===== config.mk =====
export PLATFORM = sky130hd
export DESIGN_NAME = lhc_queue
export DESIGN_NICKNAME = d
export VERILOG_FILES = /design/src/rtl/core/lhc_pkg.sv /design/src/rtl/core/lhc_queue.sv
export SDC_FILE = /design/constraint.sdc
export NUM_CORES = 1
export LEC_CHECK = 0
export ABC_AREA = 0
export BUFFER_PORTS_ARGS = -buffer_cell sky130_fd_sc_hd__buf_2
export CORE_UTILIZATION = 56
export DETAILED_ROUTE_END_ITERATION = 7
export GPL_TIMING_DRIVEN = 0
export PLACE_DENSITY = 0.94
export SYNTH_ARGS = -nofsm -noshare
export SYNTH_HDL_FRONTEND = slang
export SYNTH_SLANG_ARGS = --single-unit

===== constraint.sdc =====
create_clock -name clk -period 10.65 [get_ports clk]
set_input_delay 0.5325 -clock clk [delete_from_list [all_inputs] [get_ports clk]]
set_output_delay 0.5325 -clock clk [all_outputs]
set_load 0.1 [all_outputs]

===== src/rtl/core/lhc_pkg.sv =====
package lhc_pkg;
	localparam int CordicSteps = 16;
	localparam int CordicMax   = 24;
	localparam int CordicN     = (CordicSteps > CordicMax) ? CordicMax : CordicSteps;
	localparam int StepW       = $clog2(CordicMax + 1);
	localparam int QueueDepth  = 2;
	localparam logic signed [17:0] AngPi     = 18'sd25736;
	localparam logic signed [17:0] AngHalfPi = 18'sd12868;

	typedef enum logic [1:0] {
		REQ_POSE  = 2'd0,
		REQ_POINT = 2'd1,
		REQ_GOAL  = 2'd2,
		REQ_NONE  = 2'd3
	} req_t;

	typedef enum logic [1:0] {
		CFG_LOOKAHEAD = 2'd0,
		CFG_GOAL_TOL  = 2'd1,
		CFG_LIN_SPEED = 2'd2
	} cfg_idx_t;

	typedef enum logic [1:0] {
		OP_YAW = 2'd0,
		OP_CMD = 2'd1,
		OP_GOAL = 2'd2
	} op_t;

	// work handed from front to back end
	typedef struct packed {
		op_t                op;
		logic signed [47:0] vec_x;
		logic signed [47:0] vec_y;
		logic               fallback;
		logic               goal_hit;
	} job_t;

	function automatic logic signed [17:0] atan_lut(input logic [StepW-1:0] i);
		logic signed [17:0] r;
		case (i)
			5'd0:  r = 18'sd6434;
			5'd1:  r = 18'sd3798;
			5'd2:  r = 18'sd2007;
			5'd3:  r = 18'sd1019;
			5'd4:  r = 18'sd511;
			5'd5:  r = 18'sd256;
			5'd6:  r = 18'sd128;
			5'd7:  r = 18'sd64;
			5'd8:  r = 18'sd32;
			5'd9:  r = 18'sd16;
			5'd10: r = 18'sd8;
			5'd11: r = 18'sd4;
			5'd12: r = 18'sd2;
			5'd13: r = 18'sd1;
			default: r = 18'sd0;
		endcase
		return r;
	endfunction
endpackage


===== src/rtl/core/lhc_queue.sv =====
// Small FIFO between front and back.
module lhc_queue (
	input  logic          clk,
	input  logic          arst_n,
	input  logic          wr_en,
	input  lhc_pkg::job_t wr_data,
	output logic          full,
	output logic          rd_valid,
	input  logic          rd_en,
	output lhc_pkg::job_t rd_data
);
	import lhc_pkg::*;
	localparam int AW = $clog2(QueueDepth);
	job_t          mem_q [QueueDepth];
	logic [AW:0]   wp_q, rp_q;

	// full leaves one slot for the job still in the front stage
	assign full = (wp_q - rp_q) >= (AW + 1)'(QueueDepth - 1);
	assign rd_valid = wp_q != rp_q;
	assign rd_data = mem_q[rp_q[AW-1:0]];

	always_ff @(posedge clk) begin
		if (wr_en) mem_q[wp_q[AW-1:0]] <= wr_data;
	end

	always_ff @(posedge clk or negedge arst_n) begin
		if (!arst_n) begin
			wp_q <= '0;
			rp_q <= '0;
		end else begin
			if (wr_en) wp_q <= wp_q + 1'b1;
			if (rd_en) rp_q <= rp_q + 1'b1;
		end
	end
endmodule


# After elaboration in Yosys (flattened, before gate mapping)
# Memories as Yosys holds them, arrays and structs flattened.
# Index checks and enable logic that the tools add are counted.
dict set report word_totals {
  input_bits 104
  memories 1
  ff_bits 4
  word_cells 10
  latchBits 0
  mem_bits_ro 0
  out_inout_bits 102
  ramBits 200
}
# memory depth word_bits rd rd_ports_with_merged_regs wr line
set mem_list {}
lappend mem_list {mem_q 2 100 1 0 1 lhc_queue.sv:14} ;# job_t mem_q [QueueDepth];
dict set report classes {
  add_sub_neg 3
  bitwise_logic 0
  n_lt_le_gt_ge 1
  shifts 0
  n_mul 0
  n_reduce_logical 0
  mux 2
  n_div 0
  n_eq_ne 1
}
# op n
set ops {}
lappend ops {{2-bit by 1-bit adder with 2-bit output, second input constant} 2}
lappend ops {{2-bit by 1-bit greater-or-equal comparator with 1-bit output, second input constant} 1}
lappend ops {{1-bit two-way mux} 2}
lappend ops {{2-bit inequality test} 1}
lappend ops {{2-bit subtractor} 1}

# Depth between registers and ports, before layout
dict set report depth {
  ltp_word 2
  mapped_depth 4
  ltp_nobuf 2
}

# Least setup slack after synthesis
# No wires, ideal clock.
dict set report synth_path {
  path_type {input port to flip-flop}
  startpoint {input port wr_en}
  endpoint {memory mem_q[0][0] (netlist name) (enable)}
  t_arrival_ns 4.885
  t_required_ns 10.079
  n_path_buf 0
  setup_time_ns 0.571
  stages 1
  path_slack_ns 5.194
  cell_sequence {nor2b_1}
}
dict set report synth_between {
  elab_chain_len 2
}
# element line
set synth_rtl {}
lappend synth_rtl {{start: declaration} lhc_queue.sv:5} ;# input logic wr_en,
lappend synth_rtl {{1-bit two-way mux} lhc_queue.sv:23} ;# if (wr_en) mem_q[wp_q[AW-1:0]] <= wr_data;
lappend synth_rtl {{1-bit two-way mux (not written as such)} lhc_queue.sv:23}
lappend synth_rtl {{end: declaration} lhc_queue.sv:14}
# No other way between the ends.

==> PnR_summary.wiki <==
{| class="wikitable"
! Metric !! Value
|-
| Critical path capture point type || output port
|-
| Post-synthesis cell count || 326
|-
| Detailed-placement wirelength estimate || slightly below 9 mm
|-
| Total die area || about 0.014 mm²
|-
| Via total after detailed routing || 3808
|-
| Remaining routing DRC violations || 0
|-
| Row count || 41
|-
| Maximum count of clock buffers along a single path || 3
|-
| Setup clock skew after layout || 0.008687 ns
|-
| Slew at the pin closest to its max-slew limit || 1.012 ns
|-
| DIE HEIGHT || 117.1 µm
|-
| Status || finished, final reports clean
|-
| Clock tree sinks || 204
|-
| Antenna violations before repair || 0
|-
| Cell family with most CP delay || buffers and inverters
|-
| Highest routed metal layer || met4
|-
| Destination of the critical timing path || rd_data[20]
|-
| Worst relative slew slack || 32.42%
|-
| Count of buffers from port buffering || 205
|-
| Number of max-cap violations || 0
|-
| Class of the tightest hold or removal check || in -> reg
|-
| Cell area after placement || just under 0.009 mm²
|-
| Data arrival, critical path || 1.95 ns
|-
| Final period util || 23.27%
|-
| Yosys synthesis warning count || 0
|-
| Largest net degree at the start of global routing || 58
|-
| Number of ports placed on the die boundary || 206
|-
| Area of all sequential standard cells || 0.006106 mm²
|-
| Count of cell types in the netlist || 11
|-
| Post-synthesis register bit count || 204
|-
| Reg-to-Reg Start || wp_q[0]$_DFFE_PN0P_
|-
| Via count of the first global-routing pass || just under 4000
|-
| Total routed wirelength || 13.07 mm
|-
| Floorplan core area || approximately 0.013 mm²
|-
| CTS clock-pin slew for the worst setup and hold paths || 0.06 ns
|-
| R2r worst-path depth || 2
|-
| Fraction of final layout cells sized beyond drive strength 1 || 61.78%
|-
| Synthesized netlist net count || 430
|-
| GRT Resource Usage Total || 18.39%
|-
| Drt via density || slightly above 5
|-
| Highest clock rate || 403.5 MHz
|-
| Cell area after technology mapping || ~0.0074 mm²
|-
| Global-route wire length before repair || 18.83 mm
|-
| Num CTS Buffers || 21
|-
| DIE WIDTH || 117.1 µm
|-
| Crit path buf inv count || 3
|-
| TritonCTS clock tree || built
|-
| Timing startpoint of the critical path || rp_q[0]$_DFFE_PN0P_
|-
| Final #Nets || 662
|-
| Detail-routed net length per standard cell || 17.54 µm
|-
| Number of diodes || 0
|-
| DR WL met3 || 1.111 mm
|-
| Non-filler instance count after layout || 745
|-
| Last weighted congestion value of the routability-driven placer || 0.7161
|-
| Initial Util || 58.04%
|-
| Setup repair after global routing missed its margin || no
|-
| Antenna viol nets, final || 0
|-
| Metal2 WL || 6.731 mm
|-
| Multi-input logic area || 0.001209 mm²
|-
| Depth of the critical timing path with buffers and inverters included || 4
|-
| Critical R2R Capture || mem_q[0][36]$_DFFE_PP_
|-
| Setup TNS || 0 ns
|-
| Clock latency reported for the late side of the worst-skew pair || 0.48 ns
|-
| Largest driver fanout on the critical path || 10
|-
| Max stage delay on crit path || 0.37 ns
|-
| Setup slack of the most critical reg-to-reg path || 8.73 ns
|-
| Critical Setup Path Class || reg -> out
|-
| Synthesized area per cell || around 23 µm²
|-
| Startpoint class of the critical path || register
|-
| Detailed Route Iter0 Violations || 186
|-
| Total gr overflow || 0
|-
| Number of failing setup endpoints in the final timing report || 0
|-
| Portion of the post-synthesis area used by sequential elements || 82.36%
|-
| Master of the slowest instance on the critical path || sky130_fd_sc_hd__dfrtp_1
|-
| Clock Tree Root || sky130_fd_sc_hd__clkbuf_16
|-
| Fin area || between 0.009 and 0.01 mm²
|-
| Cell-by-cell listing of the critical path || buf_4 > buf_6 > mux2_2 > buf_2
|-
| Final min period || 2.478 ns
|-
| Hold Vio Cnt, Final || 0
|-
| Worst endpoint required time || 10.12 ns
|-
| Fill cells || 752
|-
| Routed met1 length || 4.908 mm
|-
| Layout Area Growth over Synthesis || 27.51%
|-
| Number of detailed-routing iterations run before antenna repair || 4
|-
| Final Max Slew Viols || 0
|-
| Total instance count after detailed placement || 706
|-
| H-tree depth || 1
|}
-- worst min-delay path by stage --
stage | startpoint | end | slack [ns] | depth (start not counted)
6_report | wr_data[56] | mem_q[0][56]$_DFFE_PP_ | 0.24 | 1
5_1_grt | wr_data[23] | mem_q[1][23]$_DFFE_PP_ | 0.22 | 1
4_1_cts | wr_data[29] | mem_q[0][29]$_DFFE_PP_ | 0.22 | 1
3_5_place_dp | arst_n | wp_q[0]$_DFFE_PN0P_ | 0.34 | 1
3_3_place_gp | arst_n | wp_q[1]$_DFFE_PN0P_ | 0.34 | 1
2_1_floorplan | arst_n | rp_q[0]$_DFFE_PN0P_ | 0.24 | 0
-- state kept, by name, summed over array words and instances (netlist names) --
signal	flops
mem_q	200
wp_q	2
rp_q	2
-- logic make-up after synthesis --
logic type,count (synthesis),share of synthesized area [%]
xor+xnor,6,0.7090
simple gates,4,0.2702
flops,204,82.36
buf+inv,12,1.468
mux,100,15.19
-- cell usage in the layout, fill, tap and decap left out, types with 3 or more instances in the layout --
cell	instances
sky130_fd_sc_hd__dfrtp_1	4
sky130_fd_sc_hd__bufinv_16	3
sky130_fd_sc_hd__buf_6	7
sky130_fd_sc_hd__mux2_2	100
sky130_fd_sc_hd__xnor2_1	3
sky130_fd_sc_hd__clkbuf_16	21
sky130_fd_sc_hd__buf_2	208
sky130_fd_sc_hd__edfxtp_1	200
sky130_fd_sc_hd__xor2_1	3
sky130_fd_sc_hd__clkbuf_8	3
sky130_fd_sc_hd__clkinv_2	3
sky130_fd_sc_hd__clkbuf_1	4
-- synthesized netlist by cell type --
library cell	number	area share, %
sky130_fd_sc_hd__xor2_1	3	0.35
sky130_fd_sc_hd__xnor2_1	3	0.35
sky130_fd_sc_hd__dfrtp_1	4	1.4
sky130_fd_sc_hd__nand2_1	2	0.10
sky130_fd_sc_hd__edfxtp_1	200	81
sky130_fd_sc_hd__buf_2	3	0.20
sky130_fd_sc_hd__nor2b_1	1	0.084
sky130_fd_sc_hd__mux2_2	100	15
sky130_fd_sc_hd__and2_1	1	0.084
sky130_fd_sc_hd__buf_6	7	1.1
sky130_fd_sc_hd__buf_4	2	0.20
-- area by class of cell --
cell class,count,area share (%)
flip-flops and latches,204,64.59
multi-input cells,110,12.79
repair buffers,209,11.67
clock buffers,28,6.155
well taps,172,2.277
clock inverters,10,1.363
plain buffers,12,1.152
-- stage by stage --
step	hold WS, ns	worst slack, ns	utilization [%]
after floorplan	0.2369	5.194	-
after global placement	0.3379	3.258	67.75
after detailed placement	0.3404	8.486	68.36
after CTS	0.2216	8.139	74.00
after global routing	0.2222	8.075	74.00
final	0.2393	8.172	74.00
-- worst reg2reg max path, delay by kind of cell, from the launching register on --
kind / cells / cell delay [ns]
buffers and inverters: 1 / 0.32
DFF: 1 / 0.45
and+or+nand+nor: 1 / 0.82
-- layer usage --
metal	up-vias	global-route usage, %
met4	0	6.498
li1	1760	-
met2	161	33.45
met5	-	0
met3	25	5.407
met1	1862	20.60
-- timing repair --
item / in CTS / in global routing
hold endpoints to repair: 4 / 0
hold buffers: 1 / 0
resized for setup: 0 / 0
buffers inserted: 0 / 0
Power is left out: the tool's default activity adds up to more than one toggle a clock period on the data nets, which glitch-free logic cannot reach.
