**config.mk**
```make
export PLATFORM = sky130hd
export DESIGN_NAME = lhc_back
export DESIGN_NICKNAME = d
export VERILOG_FILES = /design/src/rtl/core/lhc_pkg.sv /design/src/rtl/core/lhc_back.sv
export SDC_FILE = /design/constraint.sdc
export NUM_CORES = 1
export LEC_CHECK = 0
export CAP_MARGIN = 20
export CORE_ASPECT_RATIO = 0.9
export CORE_MARGIN = 1.5
export CORE_UTILIZATION = 40
export DETAILED_ROUTE_END_ITERATION = 12
export DONT_BUFFER_PORTS = 1
export GPL_TIMING_DRIVEN = 0
export SLEW_MARGIN = 5
export SYNTH_ARGS = -nofsm -noshare
export SYNTH_HDL_FRONTEND = slang
export SYNTH_SLANG_ARGS = --single-unit
export TNS_END_PERCENT = 5
```
**constraint.sdc**
```tcl
create_clock -name clk -period 29.6 [get_ports clk]
set_input_delay 1.48 -clock clk [delete_from_list [all_inputs] [get_ports clk]]
set_output_delay 1.48 -clock clk [all_outputs]
set_load 0.005 [all_outputs]
```
**src/rtl/core/lhc_pkg.sv**
```systemverilog
package lhc_pkg;
	localparam int CordicSteps = 16;
	localparam int CordicMax   = 24;
	localparam int CordicN     = (CordicSteps > CordicMax) ? CordicMax : CordicSteps;
	localparam int StepW       = $clog2(CordicMax + 1);
	localparam int QueueDepth  = 2;
	localparam logic signed [17:0] AngPi     = 18'sd25736;
	localparam logic signed [17:0] AngHalfPi = 18'sd12868;

	typedef enum logic [1:0] {
		REQ_POSE  = 2'd0,
		REQ_POINT = 2'd1,
		REQ_GOAL  = 2'd2,
		REQ_NONE  = 2'd3
	} req_t;

	typedef enum logic [1:0] {
		CFG_LOOKAHEAD = 2'd0,
		CFG_GOAL_TOL  = 2'd1,
		CFG_LIN_SPEED = 2'd2
	} cfg_idx_t;

	typedef enum logic [1:0] {
		OP_YAW = 2'd0,
		OP_CMD = 2'd1,
		OP_GOAL = 2'd2
	} op_t;

	// work handed from front to back end
	typedef struct packed {
		op_t                op;
		logic signed [47:0] vec_x;
		logic signed [47:0] vec_y;
		logic               fallback;
		logic               goal_hit;
	} job_t;

	function automatic logic signed [17:0] atan_lut(input logic [StepW-1:0] i);
		logic signed [17:0] r;
		case (i)
			5'd0:  r = 18'sd6434;
			5'd1:  r = 18'sd3798;
			5'd2:  r = 18'sd2007;
			5'd3:  r = 18'sd1019;
			5'd4:  r = 18'sd511;
			5'd5:  r = 18'sd256;
			5'd6:  r = 18'sd128;
			5'd7:  r = 18'sd64;
			5'd8:  r = 18'sd32;
			5'd9:  r = 18'sd16;
			5'd10: r = 18'sd8;
			5'd11: r = 18'sd4;
			5'd12: r = 18'sd2;
			5'd13: r = 18'sd1;
			default: r = 18'sd0;
		endcase
		return r;
	endfunction
endpackage

```
**src/rtl/core/lhc_back.sv**
```systemverilog
// Back end: iterative CORDIC atan2, heading error, output register.
module lhc_back (
	input  logic                clk,
	input  logic                arst_n,
	input  logic                job_valid,
	input  lhc_pkg::job_t       job,
	output logic                job_take,
	input  logic [30:0]         linear_speed,
	output logic                out_valid,
	input  logic                out_stall,
	output logic                result_kind,
	output logic [30:0]         linear_cmd,
	output logic signed [15:0]  angular_cmd,
	output logic                goal_reached,
	output logic                used_fallback
);
	import lhc_pkg::*;

	logic               run_q;
	logic [StepW-1:0]   step_q;
	op_t                op_q;
	logic               fb_q;
	logic signed [49:0] x_q, y_q;
	logic signed [17:0] z_q, yaw_q;
	logic               done;

	// goal jobs need room in the output register
	logic out_free;
	assign out_free = !out_valid || !out_stall;
	assign job_take = job_valid && !run_q && (job.op == OP_CMD || job.op == OP_YAW || out_free)
		&& (job.op != OP_GOAL || out_free);
	assign done = run_q && (step_q == StepW'(CordicN)) && (op_q == OP_YAW || out_free);

	// pre-rotation when x < 0
	logic signed [49:0] x0, y0;
	logic signed [17:0] z0;
	always_comb begin
		x0 = 50'(job.vec_x);
		y0 = 50'(job.vec_y);
		z0 = '0;
		if (job.vec_x < 0) begin
			if (job.vec_y >= 0) begin
				z0 = AngHalfPi;
				x0 = 50'(job.vec_y);
				y0 = -50'(job.vec_x);
			end else begin
				z0 = -AngHalfPi;
				x0 = -50'(job.vec_y);
				y0 = 50'(job.vec_x);
			end
		end
	end

	// final angle, clamp, error wrap, 3/4 rounding
	logic signed [17:0] zc;
	logic signed [19:0] err, v;
	logic signed [15:0] ang;
	always_comb begin
		zc = z_q;
		if (z_q > AngPi) zc = AngPi;
		if (z_q < -AngPi) zc = -AngPi;
		err = 20'(zc) - 20'(yaw_q);
		if (err > 20'(AngPi)) err = err - 20'(2 * AngPi);
		if (err < -20'(AngPi)) err = err + 20'(2 * AngPi);
		v = 20'(3) * err + 20'sd2;
		ang = 16'(v >>> 2);
	end

	always_ff @(posedge clk or negedge arst_n) begin
		if (!arst_n) begin
			run_q <= 1'b0;
			yaw_q <= '0;
			out_valid <= 1'b0;
		end else begin
			if ((job_take && job.op == OP_GOAL) || (done && op_q == OP_CMD)) begin
				out_valid <= 1'b1;
			end else if (!out_stall) begin
				out_valid <= 1'b0;
			end
			if (job_take && job.op != OP_GOAL) begin
				run_q <= 1'b1;
			end else if (done) begin
				run_q <= 1'b0;
			end
			if (done && op_q == OP_YAW) yaw_q <= zc;
		end
	end

	always_ff @(posedge clk) begin
		if (job_take) begin
			op_q <= job.op;
			fb_q <= job.fallback;
			x_q <= x0;
			y_q <= y0;
			z_q <= z0;
			// zero vector: skip the iterations, angle stays 0
			step_q <= (job.vec_x == 0 && job.vec_y == 0) ? StepW'(CordicN) : '0;
			if (job.op == OP_GOAL) begin
				result_kind <= 1'b1;
				linear_cmd <= '0;
				angular_cmd <= '0;
				goal_reached <= job.goal_hit;
				used_fallback <= 1'b0;
			end
		end else if (run_q && step_q != StepW'(CordicN)) begin
			step_q <= step_q + 1'b1;
			if (y_q >= 0) begin
				x_q <= x_q + (y_q >>> step_q);
				y_q <= y_q - (x_q >>> step_q);
				z_q <= z_q + atan_lut(step_q);
			end else begin
				x_q <= x_q - (y_q >>> step_q);
				y_q <= y_q + (x_q >>> step_q);
				z_q <= z_q - atan_lut(step_q);
			end
		end
		if (done && op_q == OP_CMD) begin
			result_kind <= 1'b0;
			linear_cmd <= linear_speed;
			angular_cmd <= ang;
			goal_reached <= 1'b0;
			used_fallback <= fb_q;
		end
	end
endmodule

```
* Yosys cells after proc, flatten, opt, wreduce, memory -nomap -nowiden *
Memory sizes are Yosys's and may differ from the RTL's. A register that Yosys moved wholly into a read port is not among the register bits.
Cells that the tools add are included.

cells by class
  reduce and logical (&&, ||, !) cells = 30
  muxes and demuxes = 45
  shift operators = 2
  add/subtract/negate cells = 13
  $lt $le $gt $ge = 7
  $mul = 1
  eq/ne operators = 7

operator list
  kind                                                                number
  two-way mux 50 bit                                                  10
  two-way mux 18 bit                                                  15
  adder 50 bit                                                        2
  negator 48 -> 50 bit                                                2
  >>> shifter 50 x 5 -> 50 bit                                        2
  subtractor 50 bit                                                   2
  logical NOT 48 bit                                                  2
  two-way mux 31 bit                                                  3
  greater-or-equal comparator 50 x 1 -> 1 bit, second input constant  1
  greater-or-equal comparator 48 x 1 -> 1 bit, second input constant  1
  less-than comparator 48 x 1 -> 1 bit, second input constant         1
  two-way mux 16 bit                                                  3
  two-way mux 20 bit                                                  2
  adder 20 x 17 -> 20 bit, second input constant                      1
  less-than comparator 20 x 16 -> 1 bit, second input constant        1
  multiplier 3 x 20 -> 18 bit, first input constant                   1
  subtractor 19 x 17 -> 20 bit, second input constant                 1
  > comparator 19 x 16 -> 1 bit, second input constant                1
  subtractor 18 x 18 -> 19 bit                                        1
  adder 18 bit                                                        1
  adder 18 x 3 -> 18 bit, second input constant                       1
  > comparator 18 x 16 -> 1 bit, second input constant                1
  less-than comparator 18 x 16 -> 1 bit, second input constant        1
  subtractor 18 bit                                                   1
  other kinds (16)                                                    48

word-level totals
  flip-flop bits (word level) = 196
  memory bits (read-only) = 416
  memories = 2
  logic and storage cells = 121

memories
  memory            depth  bits a word  read ports  clocked after Yosys merged registers in  wr ports  RTL line       RTL
  (name not given)  16     13           1           1                                        0         lhc_pkg.sv:40  case (i)
  (name not given)  16     13           1           1                                        0         lhc_pkg.sv:40

* Depth between registers and ports, before layout *
  depth after elaboration = 11
  depth in mapped cells = 44

* Least setup slack after synthesis *
No wires, ideal clock.

  kind = reg-to-reg
  from = register step_q[0]
  to = register (tool-made name)
  setup time = 0.129 ns
  stages on the path, launching flop included = 14
  data required time = 29.471 ns
  path slack = 19.078 ns
  path buffers = 5
  arrival = 10.394 ns
  path through = edfxtp_1 > buf_6 > buf_6 > buf_2 > buf_2 > buf_1 > inv_1 > ha_1 > nand4_1 > a21boi_1 > o21ai_0 > ha_1 > o21ai_0 > a22o_1

RTL lines
  what                    RTL line         RTL
  start, declared         lhc_back.sv:20   logic [StepW-1:0] step_q;
  start signal, assigned  lhc_back.sv:97   step_q <= (job.vec_x == 0 && job.vec_y == 0) ? StepW'(CordicN) : '0;
  start signal, assigned  lhc_back.sv:106  step_q <= step_q + 1'b1;

* Worst setup path after layout *
  from = register step_q[4]
  to = register y_q[49], data pin

on the way
  word-level cells in the longest chain between the ends = 5

RTL lines
  what                                                      RTL line                          RTL
  >>> shifter 50 x 5 -> 50 bit (*)                          lhc_back.sv:109, lhc_back.sv:113
  adder 50 bit / subtractor 50 bit (equally long branches)  lhc_back.sv:113, lhc_back.sv:109
  two-way mux 50 bit (*)                                    lhc_back.sv:107                   if (y_q >= 0) begin
  two-way mux 50 bit (*)                                    lhc_back.sv:105                   end else if (run_q && step_q != StepW'(CordicN)) begin
  two-way mux 50 bit (*)                                    lhc_back.sv:90                    if (job_take) begin
  end signal, assigned                                      lhc_back.sv:94                    y_q <= y0;
  end signal, assigned                                      lhc_back.sv:109                   y_q <= y_q - (x_q >>> step_q);
  end signal, assigned                                      lhc_back.sv:113                   y_q <= y_q + (x_q >>> step_q);
  end, declared                                             lhc_back.sv:23                    logic signed [49:0] x_q, y_q;

Mark *: on every way between the ends. The rest lies on a longest branch, timed or not. The select of a mux whose other input is x is not followed.
A chain may end at the register's enable or synchronous reset.

==> results by group <==
Run status
  • Outcome: finished clean

Synth
  • Yosys reg bits: 209
  • XOR/XNOR share of the synthesized area: 0.102
  • Post-Synth Adder-Cell Area: 0.0813
  • Largest family of logic cells by synthesized area: compound AO/OA/AOI/OAI gates
  • Cell taking the most area after synthesis: edfxtp_1
  • Synth Instances: ~3300
  • Syn nets: 3600
  • Post-synthesis simple-gate area fraction: 0.173
  • Synth Area in Compound Gates: 0.232
  • Synth Cell Area: around 28000 sq um
  • Yosys cell types: 87
  • Seq/Total Area, Yosys: 0.217
  • Synth warnings: 0
  • Area contributors post-synth: edfxtp_1, mux4_2, ha_1, o21ai_0, xnor2_1
  • Async SR Flop Fraction: 0.0957
  • Synthesized area per cell: between 8 and 9 sq um
  • Most used DFF post-synth: edfxtp_1
  • Post-synth top area share: 0.188
  • Mux contribution to synthesized area: 0.154
  • Post-synth EDFFs: ~170

Clocking
  • Root Buffer: clkbuf_16
  • Num CTS Buffers: 28
  • Worst skew pair latency: roughly 600 ps
  • Max clock buf depth: 3
  • CTS tree: done
  • H-tree Lvls: 1
  • Cts repair resizes: 0
  • Setup bufs post-CTS: 0
  • Clk sinks: between 200 and 250
  • Post-CTS Hold Buffers: 0
  • Reg clk slew, reported paths: 70 ps

GRT
  • First-pass GRT wire length: about 170000 um
  • Largest net degree at the start of global routing: 39
  • Tot GR Track Use: 0.326
  • Vias in the first global route: approximately 25000
  • Remaining Overflow, GRT: 0
  • Initial antenna violation count: 8

Route
  • DRC viols: 0
  • Via count: 27754
  • WL per Instance: ~28 um
  • Post-DRT Antenna Nets: 0
  • Initial DRC Count: around 3800
  • DR vias/cell: about 6.5
  • DRT Pass-1 Iters: 6
  • Total Wirelength: 118000 um

STA
  • Slew margin rel.: 0.260
  • Tcrit/Tclk final: 0.404
  • Setup TNS: 0 ps
  • Post-layout min period: ~12000 ps
  • Slew @ Worst Pin: about 1100 ps
  • Final hold viol count: 0
  • Slew Viols, Final: 0
  • Setup violators final: 0
  • Max Clk Rate: between 0.08 and 0.09 GHz
  • RSZ-0062 raised after global routing: no
  • Layout Skew: roughly 17 ps

Floorplan
  • Std cell rows: 91
  • Die width: about 280 um
  • Initial Util: 0.405
  • I/O pins: 187
  • Placeable Area: 68500 sq um
  • Die area: around 71000 sq um
  • Die H: between 200 and 300 um

Layout
  • Final nets: 3640
  • P&R area growth vs syn: 8.36%
  • FILL cells: ~7000
  • Final core occ: 0.439
  • Share of layout cells above drive strength 1: 0.0917

Setup path
  • Crit path launch type: register
  • CP peak stage delay: around 930 ps
  • Worst reg2reg path depth: 29
  • Worst-path fanout max: 10
  • FF-to-FF End: y_q[49]$_DFFE_PN_
  • CP most frequent cell: clkbuf_1
  • CP Class: reg2reg
  • FF-to-FF setup slack: between 15000 and 20000 ps
  • Start of the worst register-to-register path: step_q[4]$_DFFE_PN_
  • CP required: around 30000 ps
  • Slowest-stage cell, CP: a221oi_1
  • Worst Setup End Kind: register
  • Crit path DAT: 12280 ps

Placed design
  • DP HPWL: ~96000 um
  • GPL Wtd Cong: roughly 1.1
  • # port buffers: 0

Min path
  • Worst hold start: result_kind$_SDFFE_PP0P_
  • Hold EP: result_kind$_SDFFE_PP0P_
  • Hold path cells: 2
  • Worst min path class: reg2reg

Job
  • Max-cap violations: 0
-- worst max-delay path by stage --
stage,from,end,slack (ps),depth (start not counted)
final,step_q[4]$_DFFE_PN_,y_q[49]$_DFFE_PN_,17640,29
after global routing,z_q[1]$_SDFFCE_PP0N_,angular_cmd[14]$_SDFFCE_PN0P_,17120,43
after CTS,step_q[4]$_DFFE_PN_,y_q[49]$_DFFE_PN_,18140,29
after detailed placement,step_q[4]$_DFFE_PN_,y_q[49]$_DFFE_PN_,18170,29
after global placement,step_q[0]$_DFFE_PN_,register,11700,13
after floorplan,step_q[0]$_DFFE_PN_,register,19080,13
-- cells by family after synthesis --
| kind of cell | after synthesis |
|---|---|
| AO/OA/AOI/OAI | 1015 |
| XOR/XNOR | 324 |
| adder cells (fa/ha/maj) | 178 |
| buffers and inverters | 291 |
| flip-flops | 209 |
| multiplexers | 254 |
| AND/OR/NAND/NOR | 1016 |
-- sequential cells by signal, summed over array words and instances (netlist names), 2 cells and up, named ones only --
register / flops
angular_cmd: 16
linear_cmd: 31
op_q: 2
step_q: 5
x_q: 50
y_q: 50
yaw_q: 18
z_q: 18
-- cell type report --
type                    count  area, sq um  share of cell area
clock buffers              34          797              0.0265
plain buffers             179          714              0.0237
multi-input cells        2787        20600               0.685
diodes                      3         7.51            0.000250
well taps                 930         1160              0.0387
repair buffers             10          186             0.00620
inverters                 112          420              0.0140
clock inverters            18          151             0.00503
flip-flops and latches    209         6030               0.200
-- placed cells by master, fill, tap and decap left out, types with 18 or more instances in the layout --
cell type  netlist  routed
a211oi_1        23      23
a21o_1          74      74
a21oi_1        201     201
a31oi_1         44      44
and2_1          54      54
and3_1          39      39
buf_1           41      41
buf_2           17      18
clkbuf_1       118     118
clkbuf_16        0      31
dfrtp_1         20      20
edfxtp_1       174     174
ha_1           174     174
inv_1          108     108
mux2_2          55      55
mux2i_1         63      63
mux4_2         133     133
nand2_1        334     333
nand2b_1        33      33
nand3_1         63      63
nor2_1         264     264
nor3_1          70      70
o211ai_1        97      97
o21a_1          28      28
o21ai_0        325     325
o21bai_1        32      32
o31ai_1         50      50
or2_2           24      24
or3_1           45      45
xnor2_1        179     179
xor2_1         145     145
-- through the flow --
| step | area, sq um | hold WS (ps) | setup slack (ps) | std cells |
|---|---|---|---|---|
| after global routing | 30100 | 499 | 17120 | 4279 |
| after floorplan | 27800 | 442 | 19080 | 3287 |
| after CTS | 30100 | 468 | 18140 | 4279 |
| final | 30100 | 467 | 17640 | 4282 |
| after detailed placement | 29100 | 461 | 18170 | 4227 |
| after global placement | 28900 | 458 | 11700 | 4217 |
-- synthesized netlist by cell type (32+ instances only) --
cell type and number:
a21o_1 74, a21oi_1 201, a31oi_1 44, and2_1 54, and3_1 39, buf_1 41, clkbuf_1 118, edfxtp_1 174
ha_1 174, inv_1 108, mux2_2 55, mux2i_1 63, mux4_2 133, nand2_1 334, nand2b_1 33, nand3_1 63
nor2_1 264, nor3_1 70, o211ai_1 97, o21ai_0 325, o21bai_1 32, o31ai_1 50, or3_1 45, xnor2_1 179
xor2_1 145
-- per-layer routing --
layer | vias up | track usage | share of wire | routed length (um)
li1 | 12437 | - | - | -
met1 | 13482 | 0.475 | 0.44 | 51600
met2 | 1611 | 0.456 | 0.41 | 47900
met3 | 216 | 0.0777 | 0.11 | 13200
met4 | 8 | 0.129 | 0.046 | 5490
met5 | - | 0 | 0.00051 | 60
-- critical path: cells and delay by family (launching register included) --
kind	cells	cell delay, ps
compound gates	8	2330
buf+inv	9	4820
simple gates	9	2920
flops	1	460
xor+xnor	1	370
fa+ha+maj	2	720
Power is left out: the tool's default activity adds up to more than one toggle a clock period on the data nets, which glitch-free logic cannot reach.
